File: config.mk
export PLATFORM = sky130hd
export DESIGN_NAME = tbi_ram
export DESIGN_NICKNAME = d
export VERILOG_FILES = /design/src/hw/rtl/tbi_ram.sv
export SDC_FILE = /design/constraint.sdc
export NUM_CORES = 1
export LEC_CHECK = 0
export ABC_AREA = 1
export BUFFER_PORTS_ARGS = -buffer_cell sky130_fd_sc_hd__buf_4
export CAP_MARGIN = 20
export CORE_ASPECT_RATIO = 1.2
export CORE_MARGIN = 2
export CORE_UTILIZATION = 60
export CTS_CLUSTER_SIZE = 8
export DETAILED_ROUTE_END_ITERATION = 7
export PLACE_DENSITY = 0.79
export RECOVER_POWER = 25
export SYNTH_ARGS = -nofsm -noshare
export SYNTH_HDL_FRONTEND = slang
export SYNTH_SLANG_ARGS = --single-unit
export TNS_END_PERCENT = 20
File: constraint.sdc
create_clock -name clk -period 3.4 [get_ports clk]
set_input_delay 0.68 -clock clk [delete_from_list [all_inputs] [get_ports clk]]
set_output_delay 0.68 -clock clk [all_outputs]
set_load 0.03 [all_outputs]
File: src/hw/rtl/tbi_ram.sv
module tbi_ram #(
	parameter int WIDTH = 32,
	parameter int DEPTH = 8
) (
	input  logic                     clk,
	input  logic                     we,
	input  logic [$clog2(DEPTH)-1:0] waddr,
	input  logic [WIDTH-1:0]         wdata,
	input  logic [$clog2(DEPTH)-1:0] raddr,
	output logic [WIDTH-1:0]         rdata
);

	logic [WIDTH-1:0] mem_q [DEPTH];

	// One write port and one registered read port.
	always_ff @(posedge clk) begin
		if (we) begin
			mem_q[waddr] <= wdata;
		end
		rdata <= mem_q[raddr];
	end

endmodule

==> impl_results.md, run 1 <==
* Status: finished clean
* Initial core utilization at 61.0%
* DR pass1 iterations at 5
* First-pass GRT wire length at 38800 um
* Clk pwr share at 44.7%
* # hold bufs at CTS at 0
* Post-CTS Setup Bufs at 0
* Fin Clk Skew at around 0.0090 ns
* Post-synthesis xor/xnor area fraction at 0%
* Drt via density at around 5
* DRC viols at 0
* Sequential share of power at 48.3%
* Period utilization at 52.8%
* Reg2Reg Setup Slack at 2.41 ns
* DRT antenna net count at 0
* Startpoint types: primary input
* Largest family of logic cells by synthesized area: simple AND/OR/NAND/NOR gates
* Port Buffers at 71
* Nets at 1281
* Post-synth cell types at 12
* Post-synthesis adder-cell area fraction at 0%
* Wire per inst at 15.9 um
* Layout area overhead at 16.1%
* Hold Path Class: in2reg
* Final setup fails at 0
* Max Cap Violations at 0
* Row Count at 56
* Simple-Gate Fraction of Synth Area at 19.0%
* H-tree levels at 2
* RePlAce Congestion at between 0.7 and 0.8
* Crit Path Class: in2reg
* Share of cells above drive strength 1 at about a tenth
* Most common cell in the netlist: nand2_1
* Critical path arrival at 2.01 ns
* Logic pwr share at 7.0%
* Post-synth top area share at 64.7%
* Sink Count at around 290
* DRT iter0 DRCs at 719
* Clk buf depth at 3
* Gr usage total at between 20% and 30%
* I/O Pins at 72
* Measured slew at the worst slew-check pin at about 0.8 ns
* Die area at about 21000 sq um
* Async set-reset flop share out of synthesis at 0%
* Via count at roughly 7700
* Worst EP required at 3.62 ns
* Ys Warns at 0
* Sequential fraction of the synthesis area at 70.1%
* Die width at between 100 and 150 um
* Fmax at 0.557 GHz
* Initial antenna violation count at 0
* Top_reg_cell synth: edfxtp_1
* Antenna diode instance count at 0
* WHS at 0.414 ns
* Clock-pin slew on the worst setup and hold paths at 0.05 ns
* Static leakage at between 0.006 and 0.007 uW
* Synthesized area per cell at approximately 10 sq um
* Vias in the first global route at 7778
* FF+latch count, synth at 288
* Grt total ovfl at 0
* Crit path capture type: flop
* P_sw at 1840 uW
* CTS tree: built
* Peak supply drop at 0.439 mV
* Min cycle time layout at 1.79 ns
* Slew HR at 46.2%
* Post-synth top cells: nand2_1 (422), inv_1 (260), edfxtp_1 (256)
* Switching part of the total at 22.0%
* Worst skew pair latency at between 0.5 and 0.6 ns
* Gates resized, CTS repair at 0
* Post-synthesis mux area share at 0%
* Pint at 6520 uW
* EDFF count, synth at 256
* PD cells at 606 nW/um^2
* Slew Limit Fails at 0
* Core Area at ~19000 sq um
* Crit Path Max Fanout at 17
* Synth top area cells: edfxtp_1 (65%), nand2_1 (13%), inv_1 (8.2%)
* CTS root buf: clkbuf_16
* RSZ-0062 raised after global routing: false
* Post-Syn Area at 11900 sq um
* Post-detail-place hpwl at 12700 um
* Hold Fails Final Rpt at 0
* Setup TNS at 0 ns
* Pin count of the biggest net entering global routing at 129
* Complex-gate fraction of the synthesized area at 0%
* Die height at 158 um
* Routed WL at 24300 um
* Post-synth top area cell: edfxtp_1
* Cells after Synth at 1156
* Synthesized Nets at 1196
* CTS buffer count at 41
==> power groups by stage <==
stage / sequential, uW / combinational, uW / clock (uW)
2_1_floorplan: 4180 / 285 / 0
3_3_place_gp: 4100 / 576 / 0
3_5_place_dp: 4110 / 590 / 0
4_1_cts: 4040 / 600 / 3790
5_1_grt: 4050 / 648 / 3930
6_report: 4040 / 585 / 3740
==> per-stage QoR <==
stage	utilization [%]	setup slack, ns	instance area (sq um)	instances	total power (uW)
6_report	70.8	1.61	13800	1534	8360
4_1_cts	71.2	1.59	13900	1534	8430
3_5_place_dp	65.0	1.08	12700	1459	4700
2_1_floorplan	-	0.803	11900	1156	4470
3_3_place_gp	65.0	1.09	12700	1459	4680
5_1_grt	70.8	1.54	13800	1534	8630
==> state kept, by name, indices dropped and copies added, names as in the netlist <==
| name | cells |
|---|---|
| rdata | 32 |
| mem_q | 256 |
==> cell families (layout without fill, tap and decap cells) <==
family | count (synthesis) | in the layout
DFF | 288 | 288
and+or+nand+nor | 558 | 558
buffers and inverters | 310 | 427
==> layout make-up <==
type	count	area, sq um
Clock buffer	74	1190
Clock inverter	1	8.76
Fill cell	1354	5690
Inverter	262	985
Multi-Input combinational cell	558	2310
Sequential cell	288	8330
Tap cell	261	327
Timing Repair Buffer	90	634
==> path summary, 6_finish.rpt <==
check / depth (start not counted) / from / endpoint
worst max-delay path: 5 / waddr[0] / mem_q[4][26]$_DFFE_PP_
worst min-delay path: 1 / wdata[9] / mem_q[0][9]$_DFFE_PP_
worst max register to register: 6 / mem_q[3][8]$_DFFE_PP_ / rdata[8]$_DFF_P_
worst min register to register: 6 / mem_q[1][27]$_DFFE_PP_ / rdata[27]$_DFF_P_
==> critical path: stages <==
cell and delay [ns]:
buf_4 0.11, inv_1 0.04, nand2_1 0.21, nor2_4 0.65, buf_4 0.31
==> placed cells by master (no fill, tap or decap), drive strengths merged <==
master    n
inv     262
dfxtp    32
clkinv    1
clkbuf   95
nand3   128
nor2      8
nand2   422
buf      69
edfxtp  256
==> metal layers <==
layer	GRT usage [%]	routed length (um)
met5	0	0
met4	11.1	903
met3	4.71	1520
met2	40.4	12100
met1	29.7	9830
No activity file was read; power rests on OpenSTA's default activity.
==> run 2: changes to the inputs <==
CORE_UTILIZATION = 55   (was 60)
PLACE_DENSITY = 0.76   (was 0.79)
clock period = 1.6 ns   (was 3.4 ns; I/O delays follow)
==> impl_results.md, run 2 (synthesis results as in run 1) <==
* Slew HR at 72.9%
* Worst path slowest cell: dfxtp_1
* Min cycle time layout at 1.35 ns
* CP delay by family, top: flip-flops
* Cell chain of the critical path: buf_4
* DRC viols at 0
* Fmax at roughly 0.74 GHz
* Worst skew pair latency at between 0.5 and 0.6 ns
* Clk pwr share at 43.6%
* Gates resized, CTS repair at 0
* Hold Path Cell Cnt at 1
* Crit Path Max Fanout at 1
* Core Area at about 21000 sq um
* CP bufs+invs at 1
* Post-detail-place hpwl at 14200 um
* Post-CTS Setup Bufs at 0
* Commonest non-fill, non-tap cells in the layout: nand2_1 (422), inv_1 (260), edfxtp_1 (256)
* Switching part of the total at 21.9%
* I/O Pins at slightly above 70
* WHS at around 0.06 ns
* DRT antenna net count at 0
* PD cells at 1250 nW/um^2
* Static leakage at 0.00643 uW
* Logic pwr share at 7.5%
* Drt via density at 5.08
* Nets at 1294
* Port Buffers at 71
* Routed wl met2 at 12700 um
* Most common cell after layout, fill and taps aside: nand2_1
* DR pass1 iterations at 5
* Hold Fails Final Rpt at 0
* Routed WL at 25200 um
* # hold bufs at CTS at 0
* Initial antenna violation count at 2
* Crit Path Class: reg2out
* DRT iter0 DRCs at 703
* Fin Clk Skew at 0.00975 ns
* First-pass GRT wire length at 39800 um
* Design area at 14000 sq um
* Reg2Reg Setup Slack at 0.70 ns
* Die width at roughly 140 um
* P_sw at 3850 uW
* Sink Count at 288
* Dpl cells at 1481
* Status: finished clean
* Critical path arrival at 1.03 ns
* Hold Path Class: in2reg
* CTS buffer count at 41
* DRT met1 WL at around 9900 um
* Period utilization at between 80 and 90%
* Row Count at 58
* CTS tree: built
* R2r startpoint: mem_q[3][1]$_DFFE_PP_
* Largest Register: mem_q
* Pin count of the biggest net entering global routing at 83
* Clk buf depth at 3
* Share of cells above drive strength 1 at 10.4%
* Clock-pin slew on the worst setup and hold paths at approximately 0.050 ns
* H-tree levels at 2
* Largest register FFs at 256
* Peak supply drop at 0.840 mV
* Max Cap Violations at 0
* Hold EP: mem_q[2][12]$_DFFE_PP_
* Gr usage total at 22.5%
* Slew Limit Fails at 0
* Die area at 22800 sq um
* Startpoint types: flop
* CTS root buf: clkbuf_16
* Measured slew at the worst slew-check pin at 0.407 ns
* Worst R2R End: rdata[1]$_DFF_P_
* Crit path capture type: output pin
* Worst Min Path Start: wdata[12]
* CP peak stage delay at 0.35 ns
* Grt total ovfl at 0
* Vias in the first global route at 7982
* RSZ-0062 raised after global routing: false
* Initial core utilization at 56.4%
* DR WL met3 at about 1700 um
* Layout area overhead at 18.2%
* Final setup fails at 0
* Pint at 13700 uW
* Worst EP required at 1.28 ns
* Biggest regs: mem_q: 256 flops, rdata: 32 flops
* Register-to-Register Path Depth at 6
* Sequential share of power at 49.0%
* Wire per inst at ~16 um
* Top sig layer: met5
* Non-filler cells, final at roughly 1600
* RePlAce Congestion at 0.752
* Cell Area, Placed at roughly 13000 sq um
* Die height at 165 um
* Via count at ~7900
## run 2: layout make-up
type	instances	area (sq um)
antenna	1	2.50
clock buffer	71	1140
fill	1515	7010
inverter	262	985
multi-input combinational	558	2310
sequential	288	8330
tap	270	338
timing repair buffer	103	932
## run 2: how the worst max path moves through the flow
stage                 startpoint                      to  slack (ns)  depth (start not counted)
2_1_floorplan           waddr[0]   mem_q[0][0]$_DFFE_PP_       -0.16                          3
5_1_grt         rdata[0]$_DFF_P_                rdata[0]        0.23                          1
4_1_cts         rdata[2]$_DFF_P_                rdata[2]        0.23                          1
3_5_place_dp            waddr[0]  mem_q[4][21]$_DFFE_PP_         0.1                          5
6_report       rdata[14]$_DFF_P_               rdata[14]        0.25                          1
3_3_place_gp            waddr[0]  mem_q[0][16]$_DFFE_PP_        0.12                          5
## run 2: power by group through the flow
stage / clock, uW / combinational, uW / sequential, uW
finish: 7640 / 1310 / 8590
global route: 8090 / 1440 / 8600
CTS: 7750 / 1340 / 8590
detailed placement: 0 / 1330 / 8730
global placement: 0 / 1290 / 8720
floorplan: 0 / 611 / 8890
## run 2: metal layers
metal  GRT usage, %  up-vias
met4           9.97        2
met2           39.8      307
met5              0        -
li1               -     3789
met3           3.80       63
met1           27.5     3722
## run 2: metrics by stage
step / setup TNS [ns] / utilization [%] / setup WS (ns) / power (uW)
3_5_place_dp: 0 / 61.7 / 0.0972 / 10100
4_1_cts: 0 / 67.1 / 0.235 / 17700
3_3_place_gp: 0 / 61.7 / 0.120 / 10000
5_1_grt: 0 / 66.7 / 0.231 / 18100
6_report: 0 / 66.7 / 0.253 / 17500
2_1_floorplan: -34.97 / - / -0.160 / 9500
==> run 3: changes to the inputs <==
CORE_UTILIZATION = 60   (was 55)
PLACE_DENSITY = 0.79   (was 0.76)
clock period = 1.28 ns   (was 1.6 ns; I/O delays follow)
==> impl_results.md, run 3 (synthesis results as in run 1) <==
* Nets at 1332
* Static leakage at ~0.0066 uW
* Hold Fails Final Rpt at 0
* Largest register FFs at 256
* CP delay by family, top: flip-flops
* I/O Pins at approximately 70
* DRC viols at 0
* Share of cells above drive strength 1 at 11.6%
* Crit path capture type: output pin
* PD cells at 1540 nW/um^2
* Core Area at 19500 sq um
* WHS at about 0.096 ns
* Measured slew at the worst slew-check pin at between 0.6 and 0.7 ns
* Gr usage total at 25.2%
* Fmax at 0.792 GHz
* Most common cell after layout, fill and taps aside: nand2_1
* Layout area overhead at 21.8%
* Die width at 132 um
* Die area at 20900 sq um
* DR pass1 iterations at 5
* Drt via density at 5.12
* Pin count of the biggest net entering global routing at 45
* Status: finished clean
* Final setup fails at 0
* Min cycle time layout at 1.26 ns
* DRT antenna net count at 0
* CTS buffer count at 41
* Via count at 8107
* Wire per inst at approximately 17 um
* Worst skew pair latency at about 0.5 ns
* Commonest non-fill, non-tap cells in the layout: nand2_1 (417), inv_1 (258), edfxtp_1 (256)
* Setup TNS at 0 ns
* Critical path arrival at 1.01 ns
* First-pass GRT wire length at 40500 um
* DRT iter0 DRCs at 718
* Worst path slowest cell: dfxtp_1
* CTS root buf: clkbuf_16
* Sink Count at between 200 and 300
* CTS tree: built
* Clock-pin slew on the worst setup and hold paths at approximately 0.05 ns
* Dpl cells at 1478
* Design Power at about 22000 uW
* Hold Path Class: in2reg
* Row Count at between 50 and 60
* Slew Limit Fails at 0
* Initial antenna violation count at 0
* Antenna diode instance count at 0
* Crit Path Class: reg2out
* RePlAce Congestion at a little under 0.8
* Biggest regs: mem_q: 256 flops, rdata: 32 flops
* Fin Clk Skew at 0.0111 ns
* RSZ-0062 raised after global routing: false
* Slew HR at between 50% and 60%
* H-tree levels at 2
* Clk buf depth at 3
* Worst EP required at 1.02 ns
* Routed WL at 26200 um
* Largest Register: mem_q
* Startpoint types: flop
* CP bufs+invs at 1
* Die height at between 150 and 200 um
* Crit Path Max Fanout at 1
* CP peak stage delay at 0.35 ns
* Port Buffers at 71
* Period utilization at 98.6%
* Grt total ovfl at 0
* Peak supply drop at 1.11 mV
* Vias in the first global route at 7949
* Cell chain of the critical path: buf_6
* Initial core utilization at 61.0%
* Max Cap Violations at 0
* Post-detail-place hpwl at between 10000 and 15000 um
* Fillers at 1262
* Non-filler cells, final at 1584
run 3: report_power, final:
| part | switching [uW] | internal [uW] | leakage, uW | total, uW |
|---|---|---|---|---|
| clock | 3690 | 5980 | 0.000551 | 9670 |
| combinational | 1140 | 641 | 0.00349 | 1790 |
| sequential | 105 | 10600 | 0.00260 | 10700 |
| total | 4940 | 17300 | 0.00664 | 22200 |
run 3: repair_timing:
item / CTS / global route
hold buffers: 32 / 0
setup buffers: 0 / 0
resized for setup: 8 / 2
hold endpoints to repair: 256 / 0
gates cloned: 0 / 0
endpoints found under the setup margin: 5 / 2
run 3: path summary, 6_finish.rpt:
path / from / end / slack [ns] / cells past startpoint
max: rdata[5]$_DFF_P_ / rdata[5] / 0.02 / 1
min reg2reg: mem_q[3][22]$_DFFE_PP_ / rdata[22]$_DFF_P_ / 0.63 / 6
max reg2reg: mem_q[6][29]$_DFFE_PP_ / rdata[29]$_DFF_P_ / 0.24 / 6
min: raddr[2] / rdata[0]$_DFF_P_ / 0.1 / 3
run 3: final cells by class:
type | count | area [sq um] | share of cell area, %
clock buffer | 72 | 1140 | 7.90
clock inverter | 2 | 17.5 | 0.121
inverter | 262 | 988 | 6.84
multi-input combinational | 558 | 2320 | 16.0
sequential | 288 | 8340 | 57.6
tap | 261 | 327 | 2.26
timing repair buffer | 141 | 1330 | 9.21
run 3: stage by stage:
stage	area (sq um)	util (%)	setup WS (ns)
finish	14500	74.2	0.0179
global route	14500	74.2	0.00286
floorplan	12000	-	-0.0156
CTS	14600	75.0	0.00162
detailed placement	13100	67.3	0.0303
global placement	13100	67.3	0.0444
run 3: routing by layer:
| layer | GRT usage, % | part of all wire, % | wire (um) | up-vias |
|---|---|---|---|---|
| met2 | 44.4 | 52 | 13700 | 330 |
| met3 | 4.32 | 6.5 | 1710 | 67 |
| li1 | - | - | - | 3864 |
| met1 | 31.3 | 39 | 10100 | 3846 |
| met4 | 9.88 | 2.6 | 692 | 0 |
| met5 | 0 | 0 | 0 | - |
